$ cat src/rtl/pcs_pkg.sv
// ----------------------------------------------------------------------------
// pcs_pkg
// Shared constants and types for the pixel color statistics block.
// ----------------------------------------------------------------------------
`default_nettype none

package pcs_pkg;

    localparam int CHANNEL_BITS = 8;
    localparam int FIELD_W      = 8;
    localparam int COLOR_BITS   = 3 * CHANNEL_BITS;
    localparam int BRIGHT_W     = CHANNEL_BITS + 2;

    localparam int WORD_LOG  = 5;
    localparam int WORD_BITS = 1 << WORD_LOG;
    localparam int ROW_AW    = COLOR_BITS - WORD_LOG;
    localparam int ROWS      = 1 << ROW_AW;
    localparam int EPOCH_W   = 8;
    localparam int MEM_W     = EPOCH_W + WORD_BITS;

    localparam int SUM_W   = 32;
    localparam int COUNT_W = 25;

    localparam logic [COUNT_W-1:0] MAX_PIXELS  = COUNT_W'(64'd16777216);
    localparam logic [COUNT_W-1:0] COLOR_COUNT = COUNT_W'(64'd1 << COLOR_BITS);
    localparam logic [SUM_W-1:0]   SUM_CAP     =
        SUM_W'(((64'd1 << CHANNEL_BITS) - 64'd1) * 64'(MAX_PIXELS));

    localparam logic [EPOCH_W-1:0] FIRST_EPOCH = EPOCH_W'(1);
    localparam logic [EPOCH_W-1:0] LAST_EPOCH  = '1;

    localparam int QUEUE_DEPTH = 4;
    localparam int QUEUE_AW    = 2;

    localparam int IN_TDATA_W  = 3 * FIELD_W;
    localparam int RESULT_BITS = 2 * COUNT_W + 3 * SUM_W + 3 * FIELD_W;
    localparam int OUT_TDATA_W = ((RESULT_BITS + 7) / 8) * 8;
    localparam int OUT_PAD_W   = OUT_TDATA_W - RESULT_BITS;

    typedef struct packed {
        logic                    last;
        logic [BRIGHT_W-1:0]     bright;
        logic [CHANNEL_BITS-1:0] blue;
        logic [CHANNEL_BITS-1:0] green;
        logic [CHANNEL_BITS-1:0] red;
        logic [ROW_AW-1:0]       row;
        logic [WORD_LOG-1:0]     bit_sel;
    } pcs_item_t;

    typedef struct packed {
        logic [OUT_PAD_W-1:0] pad;
        logic [FIELD_W-1:0]   bright_blue;
        logic [FIELD_W-1:0]   bright_green;
        logic [FIELD_W-1:0]   bright_red;
        logic [SUM_W-1:0]     blue_total;
        logic [SUM_W-1:0]     green_total;
        logic [SUM_W-1:0]     red_total;
        logic [COUNT_W-1:0]   pixel_total;
        logic [COUNT_W-1:0]   distinct_colors;
    } pcs_result_t;

    typedef struct packed {
        logic      valid;
        pcs_item_t item;
    } pcs_head_t;

endpackage

`default_nettype wire

$ cat src/rtl/pcs_front.sv
// ----------------------------------------------------------------------------
// pcs_front
// Input side: takes pixel beats, masks the channels, forms the bitmap
// row and bit position and the channel sum, and pushes the item to the queue.
// ----------------------------------------------------------------------------
`default_nettype none

module pcs_front (
    input  wire logic                           clearing,
    input  wire logic                           s_tvalid,
    output logic                                s_tready,
    input  wire logic [pcs_pkg::IN_TDATA_W-1:0] s_tdata,   // red, green, blue
    input  wire logic                           s_tlast,   // last_pixel
    input  wire logic                           q_full,
    output logic                                q_push,
    output pcs_pkg::pcs_item_t                  q_item
);
    import pcs_pkg::*;

    logic [CHANNEL_BITS-1:0] red;
    logic [CHANNEL_BITS-1:0] green;
    logic [CHANNEL_BITS-1:0] blue;
    logic [COLOR_BITS-1:0]   color_idx;

    assign red       = s_tdata[0 +: CHANNEL_BITS];
    assign green     = s_tdata[FIELD_W +: CHANNEL_BITS];
    assign blue      = s_tdata[2 * FIELD_W +: CHANNEL_BITS];
    assign color_idx = {blue, green, red};

    assign s_tready = !q_full && !clearing;
    assign q_push   = s_tvalid && s_tready;

    always_comb begin
        q_item.last    = s_tlast;
        q_item.bright  = BRIGHT_W'(red) + BRIGHT_W'(green) + BRIGHT_W'(blue);
        q_item.red     = red;
        q_item.green   = green;
        q_item.blue    = blue;
        q_item.row     = color_idx[COLOR_BITS-1:WORD_LOG];
        q_item.bit_sel = color_idx[WORD_LOG-1:0];
    end

endmodule

`default_nettype wire

$ cat config.mk
export PLATFORM = sky130hd
export DESIGN_NAME = pcs_front
export DESIGN_NICKNAME = d
export VERILOG_FILES = /design/src/rtl/pcs_pkg.sv /design/src/rtl/pcs_front.sv
export SDC_FILE = /design/constraint.sdc
export NUM_CORES = 1
export LEC_CHECK = 0
export ABC_AREA = 1
export BUFFER_PORTS_ARGS = -buffer_cell sky130_fd_sc_hd__buf_2
export CAP_MARGIN = 20
export CORE_UTILIZATION = 42
export DETAILED_ROUTE_END_ITERATION = 6
export GPL_ROUTABILITY_DRIVEN = 1
export MAX_ROUTING_LAYER = met4
export PLACE_DENSITY_LB_ADDON = 0.15
export SLEW_MARGIN = 20
export SYNTH_ARGS = -nofsm -noshare
export SYNTH_HDL_FRONTEND = slang
export SYNTH_SLANG_ARGS = --single-unit
$ cat constraint.sdc
create_clock -name vclk -period 4.5
set_input_delay 0.9 -clock vclk [all_inputs]
set_output_delay 0.9 -clock vclk [all_outputs]
set_load 0.01 [all_outputs]
---- Word level (Yosys, flattened, before mapping) ----
Index checks and enable logic that the tools add are counted.
word-level totals
  flip-flop bits (word level) ............. 0
  input bits .............................. 28
  output and inout bits ................... 61
operators by class
  add/sub/neg operators ................... 2
  reduce and logical (&&, ||, !) cells .... 4
operators by type and width
  kind                   number
  adder 9 x 8 -> 10 bit  1
  adder 8 x 8 -> 9 bit   1
  logical AND 1 bit      2
  logical NOT 1 bit      2

---- Longest topological paths before layout ----
  depth in word-level cells ............... 3
  mapped depth ............................ 11
  gate-level depth less buffers ........... 11

---- Worst setup path before layout ----
Ideal clock, no wire load.
  path kind ............................... input to output
  start point ............................. input s_tdata[1] (netlist bit)
  end point ............................... output q_item[55] (netlist bit)
  data arrival time ....................... 2,398 ps
  data required time ...................... 3,600 ps
  setup slack ............................. 1,202 ps
  stages on the path ...................... 8
  path through ............................ fa_1 -> ha_1 -> fa_1 -> nand2_1 -> nand2_2 -> nand3b_4 -> nand3_1 -> nand2_1
RTL lines
  item         RTL line         source
  from (decl)  pcs_front.sv:12  input wire logic [pcs_pkg::IN_TDATA_W-1:0] s_tdata,
  to (decl)    pcs_front.sv:16  output pcs_pkg::pcs_item_t q_item

==> metrics.md <==
| Metric | Value |
|---|---|
| Fillcell total | `204` |
| Sequential cells | `0` |
| Top Usage Layer GRT | `met2` |
| Top cells by area, synth | `buf_4 (40%), fa_1 (19%), ha_1 (9.4%)` |
| Grt ovf | `0` |
| Post-synth cell types | `18` |
| Critical path class | `primary input to output port` |
| WHS | `1.80 ns` |
| Antenna violations before repair | `0` |
| Hpwl dp | `1490 um` |
| Die Y | `49.0 um` |
| M3 GR Usage | `0.623%` |
| Fmax | `281 MHz` |
| Crit. End Element | `output port` |
| Area growth syn-to-layout | `10.9%` |
| Syn nets | `168` |
| Hold Buf Count CTS | `0` |
| Post-layout min period | `3.56 ns` |
| Largest net degree at the start of global routing | `6` |
| GR Util met1 | `13.3%` |
| Final antenna-violating net count | `0` |
| Leak | `0.682 nW` |
| Std cell rows | `16` |
| Rel. slew slack | `82.3%` |
| PostCTS Resize Cnt | `0` |
| DR DRC count | `0` |
| Total Routing Usage GR | `12.7%` |
| Max_cap viols | `0` |
| Post-CTS Setup Inserts | `0` |
| Synth Instances | `124` |
| Num ports | `89` |
| Die width | `49.0 um` |
| Final setup fails | `0` |
| Synth top cells by count | `buf_4 (49), nand2_1 (20), inv_1 (18)` |
| Outcome | `finished clean` |
| # nets final | `208` |
| Worst slew pin tran | `0.266 ns` |
| Most area-hungry cell type in the Yosys netlist | `buf_4` |
| Port bufs | `87` |
| Total number of vias | `804` |
| Via/cell ratio | `4.25` |
| Final period util | `79.2%` |
| ANT cells | `0` |
| Synth Area in Adders | `28.8%` |
| TritonRoute pass-1 iters | `4` |
| Worst vdd ir | `98.1 uV` |
| CP max FO | `3` |
| Largest family of logic cells by synthesized area | `buffers and inverters` |
| Total negative slack | `0 ns` |
| Final RePlAce weighted congestion | `0.767` |
| Met2 Use GR | `26.9%` |
| Multiplexer share of the synthesized area | `0%` |
| WL final | `1530 um` |
| Synth Area in Compound Gates | `2.96%` |
| Worst Setup Start Kind | `primary input` |
| Sequential area share after synthesis | `0%` |
| Wire length per cell | `8.07 um` |
| RSZ-0062 raised after global routing | `false` |
| Top cell type's share of synthesized area | `39.6%` |
| Synth Area in Simple Gates | `18.5%` |
| DR iter-0 viols | `4` |
| Final Hold Vio Count | `0` |
| Die area | `2400 um^2` |
| XOR/XNOR Fraction of Synth Area | `2.83%` |
| Top-count cell post-synth | `buf_4` |
| Fin. max-slew vios | `0` |
| PwrDens | `203 nW/um^2` |
| Clkbuf count | `0` |
| HP Class | `primary input to output port` |
| Critical Path AT | `2.66 ns` |
| Yosys warning count | `0` |
| Initial core utilization | `45.9%` |
| Share of cells above drive strength 1 | `58.0%` |
| Cell area after synthesis | `928 um^2` |
| Syn Area/Cell | `7.49 um^2` |
| Req. time, crit path | `3.60 ns` |
| Core area | `2020 um^2` |
| Number of global-route vias before repair | `667` |
| Sequential Area | `0 um^2` |
| Multi-input gate area | `493 um^2` |
| First-pass GRT wire length | `2530 um` |
## worst paths after layout
path	slack [ns]	from	depth (start not counted)	to
setup / recovery	0.94	s_tdata[1]	11	q_item[55]
hold / removal	1.80	s_tlast	0	q_item[58]
## routing by layer
layer / part of all wire (%) / wire length (um)
met2: 55 / 837
met3: 9.9 / 151
met1: 35 / 537
met5: 0 / 0
met4: 0 / 0
## stage by stage
step	total power [mW]	instances	worst slack (ns)	instance area, um^2	util, %
after floorplan	0.163	124	1.20	928	-
after global placement	0.210	189	0.946	1030	50.9
after detailed placement	0.213	189	0.924	1030	50.9
after CTS	0.214	189	0.917	1030	50.9
after global routing	0.237	189	0.851	1030	50.9
final	0.209	189	0.936	1030	50.9
## worst max-delay path, stage by stage
cell and delay, ns:
buf_2 0.12, fa_1 0.47, ha_1 0.24, fa_1 0.40
nand2_1 0.10, nand2_2 0.08, nand3b_4 0.10, nand2_2 0.04
nand2_1 0.06, nand2_1 0.04, buf_2 0.13
## report_power, final
| group | internal [mW] | switching (mW) | leakage, nW |
|---|---|---|---|
| clock | 0 | 0 | 0 |
| sequential | 0 | 0 | 0 |
| combinational | 0.0933 | 0.116 | 0.682 |
## layout by cell type, fill, tap and decap left out
cell type and n:
inv_1 18, or2_4 1, nand2_2 2, a21oi_1 1, xnor2_1 1, nor2_1 3
nand3_2 1, nand3b_4 1, nor3b_1 1, xor2_1 2, and2_1 1, o21ai_0 1
a21oi_2 2, nand3_1 4, buf_2 87, ha_1 7, nand2_1 20, fa_1 9
## logic make-up (layout without fill, tap and decap cells)
group	Yosys count	count (layout)
XOR/XNOR	3	3
adder cells (fa/ha/maj)	16	16
buffers and inverters	67	105
AND/OR/NAND/NOR	34	34
AO/OA/AOI/OAI	4	4
## final cells by class
class,count,area share (%)
multi-input combinational,57,47.9
tap,27,3.28
timing repair buffer,87,42.3
inverter,18,6.56
Power figures use the tool's default switching activity.
