<file path="src/rtl/pcs_pkg.sv">
// ----------------------------------------------------------------------------
// pcs_pkg
// Shared constants and types for the pixel color statistics block.
// ----------------------------------------------------------------------------
`default_nettype none

package pcs_pkg;

    localparam int CHANNEL_BITS = 8;
    localparam int FIELD_W      = 8;
    localparam int COLOR_BITS   = 3 * CHANNEL_BITS;
    localparam int BRIGHT_W     = CHANNEL_BITS + 2;

    localparam int WORD_LOG  = 5;
    localparam int WORD_BITS = 1 << WORD_LOG;
    localparam int ROW_AW    = COLOR_BITS - WORD_LOG;
    localparam int ROWS      = 1 << ROW_AW;
    localparam int EPOCH_W   = 8;
    localparam int MEM_W     = EPOCH_W + WORD_BITS;

    localparam int SUM_W   = 32;
    localparam int COUNT_W = 25;

    localparam logic [COUNT_W-1:0] MAX_PIXELS  = COUNT_W'(64'd16777216);
    localparam logic [COUNT_W-1:0] COLOR_COUNT = COUNT_W'(64'd1 << COLOR_BITS);
    localparam logic [SUM_W-1:0]   SUM_CAP     =
        SUM_W'(((64'd1 << CHANNEL_BITS) - 64'd1) * 64'(MAX_PIXELS));

    localparam logic [EPOCH_W-1:0] FIRST_EPOCH = EPOCH_W'(1);
    localparam logic [EPOCH_W-1:0] LAST_EPOCH  = '1;

    localparam int QUEUE_DEPTH = 4;
    localparam int QUEUE_AW    = 2;

    localparam int IN_TDATA_W  = 3 * FIELD_W;
    localparam int RESULT_BITS = 2 * COUNT_W + 3 * SUM_W + 3 * FIELD_W;
    localparam int OUT_TDATA_W = ((RESULT_BITS + 7) / 8) * 8;
    localparam int OUT_PAD_W   = OUT_TDATA_W - RESULT_BITS;

    typedef struct packed {
        logic                    last;
        logic [BRIGHT_W-1:0]     bright;
        logic [CHANNEL_BITS-1:0] blue;
        logic [CHANNEL_BITS-1:0] green;
        logic [CHANNEL_BITS-1:0] red;
        logic [ROW_AW-1:0]       row;
        logic [WORD_LOG-1:0]     bit_sel;
    } pcs_item_t;

    typedef struct packed {
        logic [OUT_PAD_W-1:0] pad;
        logic [FIELD_W-1:0]   bright_blue;
        logic [FIELD_W-1:0]   bright_green;
        logic [FIELD_W-1:0]   bright_red;
        logic [SUM_W-1:0]     blue_total;
        logic [SUM_W-1:0]     green_total;
        logic [SUM_W-1:0]     red_total;
        logic [COUNT_W-1:0]   pixel_total;
        logic [COUNT_W-1:0]   distinct_colors;
    } pcs_result_t;

    typedef struct packed {
        logic      valid;
        pcs_item_t item;
    } pcs_head_t;

endpackage

`default_nettype wire

</file>
<file path="src/rtl/pcs_queue.sv">
// ----------------------------------------------------------------------------
// pcs_queue
// Short first-in first-out queue of classified pixels between the input
// side and the statistics engine.
// ----------------------------------------------------------------------------
`default_nettype none

module pcs_queue (
    input  wire logic               aclk,
    input  wire logic               aresetn,
    input  wire logic               push,
    input  wire pcs_pkg::pcs_item_t push_item,
    output logic                    full,
    input  wire logic               pop,
    output pcs_pkg::pcs_head_t      head
);
    import pcs_pkg::*;

    pcs_item_t             slot_reg [QUEUE_DEPTH];
    logic [QUEUE_AW-1:0]   wr_ptr_reg;
    logic [QUEUE_AW-1:0]   wr_ptr_next;
    logic [QUEUE_AW-1:0]   rd_ptr_reg;
    logic [QUEUE_AW-1:0]   rd_ptr_next;
    logic [QUEUE_AW:0]     count_reg;
    logic [QUEUE_AW:0]     count_next;
    logic                  do_push;
    logic                  do_pop;

    assign full       = count_reg == (QUEUE_AW + 1)'(QUEUE_DEPTH);
    assign head.valid = count_reg != '0;
    assign head.item  = slot_reg[rd_ptr_reg];
    assign do_push    = push && !full;
    assign do_pop     = pop && head.valid;

    always_comb begin
        wr_ptr_next = do_push ? wr_ptr_reg + 1'b1 : wr_ptr_reg;
        rd_ptr_next = do_pop ? rd_ptr_reg + 1'b1 : rd_ptr_reg;
        count_next  = count_reg;
        if (do_push && !do_pop) begin
            count_next = count_reg + 1'b1;
        end else if (do_pop && !do_push) begin
            count_next = count_reg - 1'b1;
        end
    end

    always_ff @(posedge aclk) begin
        if (!aresetn) begin
            wr_ptr_reg <= '0;
            rd_ptr_reg <= '0;
            count_reg  <= '0;
        end else begin
            wr_ptr_reg <= wr_ptr_next;
            rd_ptr_reg <= rd_ptr_next;
            count_reg  <= count_next;
        end
    end

    always_ff @(posedge aclk) begin
        if (do_push) begin
            slot_reg[wr_ptr_reg] <= push_item;
        end
    end

endmodule

`default_nettype wire

</file>
<file path="config.mk">
export PLATFORM = sky130hd
export DESIGN_NAME = pcs_queue
export DESIGN_NICKNAME = d
export VERILOG_FILES = /design/src/rtl/pcs_pkg.sv /design/src/rtl/pcs_queue.sv
export SDC_FILE = /design/constraint.sdc
export NUM_CORES = 1
export LEC_CHECK = 0
export ABC_AREA = 1
export BUFFER_PORTS_ARGS = -buffer_cell sky130_fd_sc_hd__buf_2
export CAP_MARGIN = 20
export CORE_MARGIN = 8
export CORE_UTILIZATION = 61
export DETAILED_ROUTE_END_ITERATION = 12
export PLACE_DENSITY_LB_ADDON = 0.12
export SETUP_SLACK_MARGIN = 0.4
export SLEW_MARGIN = 20
export SYNTH_ARGS = -nofsm -noshare
export SYNTH_HDL_FRONTEND = slang
export SYNTH_SLANG_ARGS = --single-unit
</file>
<file path="constraint.sdc">
create_clock -name aclk -period 7.2 [get_ports aclk]
set_input_delay 0.36 -clock aclk [delete_from_list [all_inputs] [get_ports aclk]]
set_output_delay 0.36 -clock aclk [all_outputs]
set_load 0.01 [all_outputs]
</file>
Word-level counts from Yosys, hierarchy flattened
Memory sizes are Yosys's and may differ from the RTL's. A register that Yosys moved wholly into a read port is not among the register bits.
Cells that the tools add are included.
- flip-flop bits (word level): 7
- memory bits (writable): 236
- output and inout bits: 61
- word-level logic and storage cells: 24
- memories kept: 1
- memories (memory ; depth ; bits a word ; rd ports ; clocked after memory_dff ; wr ports ; RTL line ; RTL):
    slot_reg ; 4 ; 59 ; 1 ; 1 ; 1 ; pcs_queue.sv:19 ; pcs_item_t slot_reg [QUEUE_DEPTH];
- add/subtract/negate cells: 4
- equality and inequality tests: 1
- mux-type cells: 6
- reductions and logical operators: 9
- operators with widths (operator ; number):
    $mux W3 ; 2
    $add A2 B1 Y2 const B ; 2
    $logic_and A1 B1 Y1 ; 4
    $mux W2 ; 2
    $add A3 B1 Y3 const B ; 1
    $eq A3 B3 Y1 const B ; 1
    $logic_not A1 Y1 ; 3
    $reduce_bool A3 Y1 ; 1
    $sub A3 B1 Y3 const B ; 1
    $mux W1 ; 2
    $reduce_bool A2 Y1 ; 1

Depth between registers and ports, before layout
Gate-level depths: netlist of the first run.
- depth after elaboration: 7
- gate-level depth with buffers: 13
- depth with buffers taken out: 13

Least setup slack after synthesis of the first run
No wires, ideal clock.
- path type: register -> register
- start point: register count_reg[0]
- end point: memory slot_reg[0][0] (netlist bit) (enable)
- arrival time: 3129 ps
- required time: 6724 ps
- setup slack: 3595 ps
- cell stages (with the launch flop): 5
- cells stage by stage: dfxtp_1 nor2_1 nand2_1 nand2_1 nor2_1
- word-level cells in the longest chain between the ends: 5
- RTL lines (element ; RTL line ; RTL):
    start, declared ; pcs_queue.sv:24 ; logic [QUEUE_AW:0] count_reg;
    start signal, assigned ; pcs_queue.sv:54 ; count_reg <= count_next;
    $eq A3 B3 Y1 ; pcs_queue.sv:29 ; assign full = count_reg == (QUEUE_AW + 1)'(QUEUE_DEPTH);
    $logic_not A1 Y1 ; pcs_queue.sv:32 ; assign do_push = push && !full;
    $logic_and A1 B1 Y1 ; pcs_queue.sv:32 ;
    $mux W1 ; pcs_queue.sv:59 ; if (do_push) begin
    $mux W1 (not written as such) ; pcs_queue.sv:60 ; slot_reg[wr_ptr_reg] <= push_item;
    end, declared ; pcs_queue.sv:19 ;
No other way between the ends.

==> impl_metrics.env, run 1 <==
export IMPL_grt_pass1_wl_um=30000
export IMPL_place_gp_congestion=0.683
export IMPL_drv_slew=0
export IMPL_post_drt_via_cell_ratio=5.82
export IMPL_finalInstanceArea_mm2=0.0107
export IMPL_ys_warn_count=0
export IMPL_drive_gt1_share_pct=21.6
export IMPL_drt_iter0_markers=593
export IMPL_ys_seq_area_share_pct=79.0
export IMPL_finalSetupViolCount=0
export IMPL_vdd_drop_max_mv=0.302
export IMPL_core_area_mm2=0.0150
export IMPL_synth_mux_area_share_pct=0
export IMPL_worst_setup_path_type="flip-flop to output pin"
export IMPL_power_leakage_nw=3.78
export IMPL_arrival_ps=2970
export IMPL_min_from="push_item[8]"
export IMPL_numCtsBuffers=24
export IMPL_synth_area_mm2=0.00920
export IMPL_dieArea_mm2=0.0193
export IMPL_insertion_delay_ps=510
export IMPL_grt_max_degree=119
export IMPL_grtUsageTotal_pct=19.4
export IMPL_syn_inst=639
export IMPL_rows=45
export IMPL_clkSinkCount=245
export IMPL_rsz0062_at_grt="no"
export IMPL_p_per_area_mw_per_mm2=361
export IMPL_cpMaxStageDelayCell="dfxtp_4"
export IMPL_min_path_type="input port to flip-flop"
export IMPL_timing_rr_start="count_reg[0]$_SDFFE_PN0P_"
export IMPL_hold_slack_ps=68.1
export IMPL_grt_pass1_vias=5701
export IMPL_synthDistinctLibCells=21
export IMPL_synth_top_family_by_area="compound AO/OA/AOI/OAI gates"
export IMPL_fillers=976
export IMPL_grt_overflow=0
export IMPL_htree_levels=1
export IMPL_antenna_found_initial=2
export IMPL_wl_per_cell_um=19.9
export IMPL_synth_seq_cells=245
export IMPL_avgSynthCellArea_um2=14.4
export IMPL_initial_utilization_pct=61.5
export IMPL_path_cells="buf_4 -> inv_6 -> o21ai_0 -> o22ai_1 -> buf_2"
export IMPL_cp_top_family="buffers and inverters"
export IMPL_wl_um=19200
export IMPL_synth_fa_ha_area_share_pct=0.897
export IMPL_largest_reg_flops=236
export IMPL_dr_pass1_iters=5
export IMPL_cts_resized=0
export IMPL_route_detailed_drc=0
export IMPL_cp_num_buf_inv=3
export IMPL_outcome="completed"
export IMPL_hold_viol=0
export IMPL_finClkSkew_ps=10.4
export IMPL_pin_count=124
export IMPL_dieWidth_um=139
export IMPL_dr_total_vias=5606
export IMPL_die_h_um=139
export IMPL_cp_required_ps=6840
export IMPL_max_stage_delay_ps=740
export IMPL_cts_setup_buffers=0
export IMPL_hpwl_um=10400
export IMPL_synthSimpleGateAreaFrac_pct=6.29
export IMPL_syn_nets=708
export IMPL_period_minus_slack_ps=3330
export IMPL_clk_path_buf_depth=3
export IMPL_fin_setup_tns_ps=0
export IMPL_antenna_left=0
export IMPL_nNetsFinal=826
export IMPL_startpoint_type="flip-flop"
export IMPL_drv_cap=0
export IMPL_fmax_mhz=300
export IMPL_setup_slack_ps=3870
export IMPL_timing_slew_headroom_pct=30.9
export IMPL_crit_fanout=118
export IMPL_worstMarginPinSlew_ps=1040
export IMPL_ctsHoldBuffers=0
export IMPL_tritoncts="built"
export IMPL_placed_area_mm2=0.00992
export IMPL_path_clk_slew_ps=60
export IMPL_numPortBuffers=123
export IMPL_dp_slack_ps=4400
export IMPL_period_share_pct=46.2
export IMPL_synth_xor_area_share_pct=0.0952
export IMPL_synth_compound_area_share_pct=10.6
export IMPL_syn2layout_area_growth_pct=15.9
export IMPL_clockRootBuffer="clkbuf_16"
export IMPL_critical_path_endpoint_type="output pin"
==> cell type report <==
| type | instances | area, um^2 | share of cell area (%) |
|---|---|---|---|
| Sequential cell | 245 | 7270 | 68.1 |
| Antenna cell | 1 | 2.50 | 0.0234 |
| Multi-Input combinational cell | 340 | 1680 | 15.7 |
| Timing Repair Buffer | 129 | 661 | 6.19 |
| Tap cell | 188 | 235 | 2.20 |
| Clock inverter | 11 | 100 | 0.938 |
| Inverter | 17 | 68.8 | 0.645 |
| Clock buffer | 32 | 652 | 6.11 |
==> cell usage after synthesis <==
master,instances,share of area [%]
edfxtp_1,236,77
nor2_1,132,5.4
o21ai_0,113,6.1
o22ai_1,59,4.0
inv_1,15,0.61
nand2_1,15,0.61
buf_2,11,0.60
clkbuf_1,9,0.37
dfxtp_1,9,2.0
clkbuf_2,7,0.38
o21ai_1,6,0.33
buf_4,5,0.41
buf_6,5,0.61
ha_1,5,0.68
nand3_1,4,0.22
a21oi_1,3,0.16
fa_1,1,0.22
inv_2,1,0.041
inv_6,1,0.095
nand3b_1,1,0.082
xor2_1,1,0.095
==> through the flow <==
stage                     total power [W]  utilization, %  cells
final                             0.00385            71.3    963
after global routing              0.00404            71.3    963
after CTS                         0.00389            71.2    962
after detailed placement          0.00270            66.2    919
after global placement            0.00267            66.2    919
after floorplan                   0.00237               -    639
==> cells by family (layout without fill, tap and decap cells) <==
| group | Yosys count | in the layout |
|---|---|---|
| xor+xnor | 1 | 1 |
| compound gates | 181 | 181 |
| fa+ha+maj | 6 | 6 |
| simple gates | 152 | 152 |
| other cells | 0 | 1 |
| flops | 245 | 245 |
| buf+inv | 54 | 189 |
==> cells in the final DEF (no fill, tap or decap), types with 3 or more instances in the layout <==
| master | instances |
|---|---|
| edfxtp_1 | 236 |
| nor2_1 | 128 |
| buf_2 | 123 |
| o21ai_0 | 113 |
| o22ai_1 | 59 |
| clkbuf_16 | 25 |
| nand2_1 | 15 |
| inv_1 | 15 |
| clkbuf_1 | 7 |
| dfxtp_1 | 7 |
| o21ai_1 | 6 |
| clkinv_1 | 6 |
| buf_4 | 6 |
| ha_1 | 5 |
| nor2_4 | 4 |
| nand3_1 | 4 |
| a21oi_1 | 3 |
==> where the power goes <==
part           switching, W  internal, W
combinational      0.000579     0.000279
sequential        0.0000695      0.00174
clock              0.000486     0.000704
==> worst paths after layout <==
check | endpoint | slack, ps | cells after the start
worst max register to register | count_reg[1]$_SDFFE_PN0P_ | 4970 | 9
worst max-delay path | head[1] | 3870 | 5
worst min-delay path | slot_reg[2][8]$_DFFE_PP_ | 70 | 1
worst min register to register | flip-flop | 500 | 2
==> routing by layer <==
layer  vias to the layer above  track usage, %  wire length [um]
met5                         -               0                 9
met4                         2            5.83               275
met3                        23            4.82              1570
met2                       205            31.8              9350
met1                      2751            25.4              7980
li1                       2625               -                 -
Power figures use the tool's default switching activity.
==> inputs of run 2 (changes only) <==
Settings changed: CORE_UTILIZATION 61 to 57.
Clock period 7.2 ns to 3.1 ns, I/O delays scaled along.
==> impl_metrics.env, run 2 (same netlist as run 1, synthesis figures left out) <==
export IMPL_outcome="completed"
export IMPL_route_detailed_drc=0
export IMPL_final_cell_mix="edfxtp_1 (236), nor2_1 (128), buf_2 (123)"
export IMPL_drt_iter0_markers=461
export IMPL_power_leakage_nw=4.10
export IMPL_antenna_left=0
export IMPL_placed_cells=951
export IMPL_finalSetupViolCount=0
export IMPL_crit_fanout=118
export IMPL_path_clk_slew_ps=60
export IMPL_rows=46
export IMPL_placed_area_mm2=0.0100
export IMPL_grt_max_degree=119
export IMPL_htree_levels=1
export IMPL_finClkSkew_ps=7.92
export IMPL_wl_um=20500
export IMPL_wl_per_cell_um=19.3
export IMPL_vdd_drop_max_mv=0.539
export IMPL_period_share_pct=79.1
export IMPL_path_cells="inv_6 -> o21ai_0 -> o22ai_1 -> buf_2"
export IMPL_grtUsageTotal_pct=19.9
export IMPL_dieArea_mm2=0.0205
export IMPL_max_stage_delay_ps=640
export IMPL_stdcell_count=1058
export IMPL_p_per_area_mw_per_mm2=804
export IMPL_critical_path_endpoint_type="output pin"
export IMPL_cp_top_family="buffers and inverters"
export IMPL_nNetsFinal=893
export IMPL_pin_count=124
export IMPL_numPortBuffers=123
export IMPL_hold_viol=0
export IMPL_cp_required_ps=2940
export IMPL_die_h_um=143
export IMPL_dp_slack_ps=909
export IMPL_core_area_mm2=0.0158
export IMPL_tritoncts="built"
export IMPL_min_path_type="input port to flip-flop"
export IMPL_setup_slack_ps=649
export IMPL_drv_cap=0
export IMPL_dr_total_vias=5977
export IMPL_drv_slew=0
export IMPL_dr_pass1_iters=5
export IMPL_clk_path_buf_depth=3
export IMPL_worst_setup_path_type="flip-flop to output pin"
export IMPL_clockRootBuffer="clkbuf_16"
export IMPL_worstMarginPinSlew_ps=819
export IMPL_clkSinkCount=245
export IMPL_antenna_found_initial=1
export IMPL_fmax_mhz=408
export IMPL_largest_reg_flops=236
export IMPL_hold_slack_ps=397
export IMPL_finalInstanceArea_mm2=0.0114
export IMPL_insertion_delay_ps=510
export IMPL_cp_num_buf_inv=2
export IMPL_drive_gt1_share_pct=21.2
export IMPL_grt_overflow=0
export IMPL_numCtsBuffers=24
export IMPL_post_drt_via_cell_ratio=5.65
export IMPL_hpwl_um=11000
export IMPL_final_common_cell="edfxtp_1"
export IMPL_rsz0062_at_grt="no"
export IMPL_grt_pass1_wl_um=31400
export IMPL_syn2layout_area_growth_pct=24.3
export IMPL_initial_utilization_pct=58.2
export IMPL_place_gp_congestion=0.744
export IMPL_cpMaxStageDelayCell="inv_6"
export IMPL_fillers=1033
export IMPL_grt_pass1_vias=6127
export IMPL_startpoint_type="flip-flop"
export IMPL_timing_slew_headroom_pct=45.4
export IMPL_period_minus_slack_ps=2450
export IMPL_dieWidth_um=143
export IMPL_arrival_ps=2300
## run 2: cell types whose count changed in the layout (fill, tap and decap cells not counted), sizes merged
cell and delta:
dlygate4sd3 +62, buf +5, bufinv +1, clkbuf -4
clkinv +3
## run 2: cell type report
type	count	area (um^2)	area share, %
Inverter	17	68.8	0.602
Timing Repair Buffer	196	1360	11.9
Antenna cell	1	2.50	0.0219
Clock inverter	15	148	1.29
Clock buffer	28	637	5.57
Multi-Input combinational cell	340	1680	14.7
Sequential cell	245	7270	63.6
Tap cell	216	270	2.36
## run 2: report_power, final
| group | total [W] | internal, W | switching (W) |
|---|---|---|---|
| combinational | 0.00216 | 0.000737 | 0.00143 |
| clock | 0.00287 | 0.00171 | 0.00115 |
| sequential | 0.00417 | 0.00403 | 0.000142 |
| total | 0.00920 | 0.00648 | 0.00272 |
## run 2: through the flow
step | power [W] | utilization, % | setup TNS [ps]
after detailed placement | 0.00631 | 63.2 | 0
after CTS | 0.00924 | 72.1 | 0
after floorplan | 0.00551 | - | -119230
after global placement | 0.00624 | 63.2 | 0
final | 0.00920 | 72.3 | 0
after global routing | 0.00962 | 72.3 | 0
## run 2: per-layer routing
metal	vias up	GRT usage [%]	part of all wire (%)
met5	-	0	0
met3	45	4.27	7.1
met1	2965	23.4	40
met2	218	35.1	51
met4	0	7.27	2.2
li1	2749	-	-
## run 2: path summary, 6_finish.rpt
check	from	to	slack, ps	depth (start not counted)
setup / recovery	flip-flop	head[0]	650	4
hold reg to reg	rd_ptr_reg[1]$_SDFFE_PN0P_	flip-flop	510	2
hold / removal	push_item[5]	slot_reg[2][5]$_DFFE_PP_	400	2
setup reg to reg	count_reg[1]$_SDFFE_PN0P_	count_reg[1]$_SDFFE_PN0P_	890	9
## run 2: timing repair
| item | 4_1_cts | 5_1_grt |
|---|---|---|
| hold endpoints to repair | 245 | 0 |
| gates resized for setup | 1 | 0 |
| setup endpoints to repair | 1 | 32 |
| hold buffers | 62 | 0 |
| setup buffers | 0 | 1 |
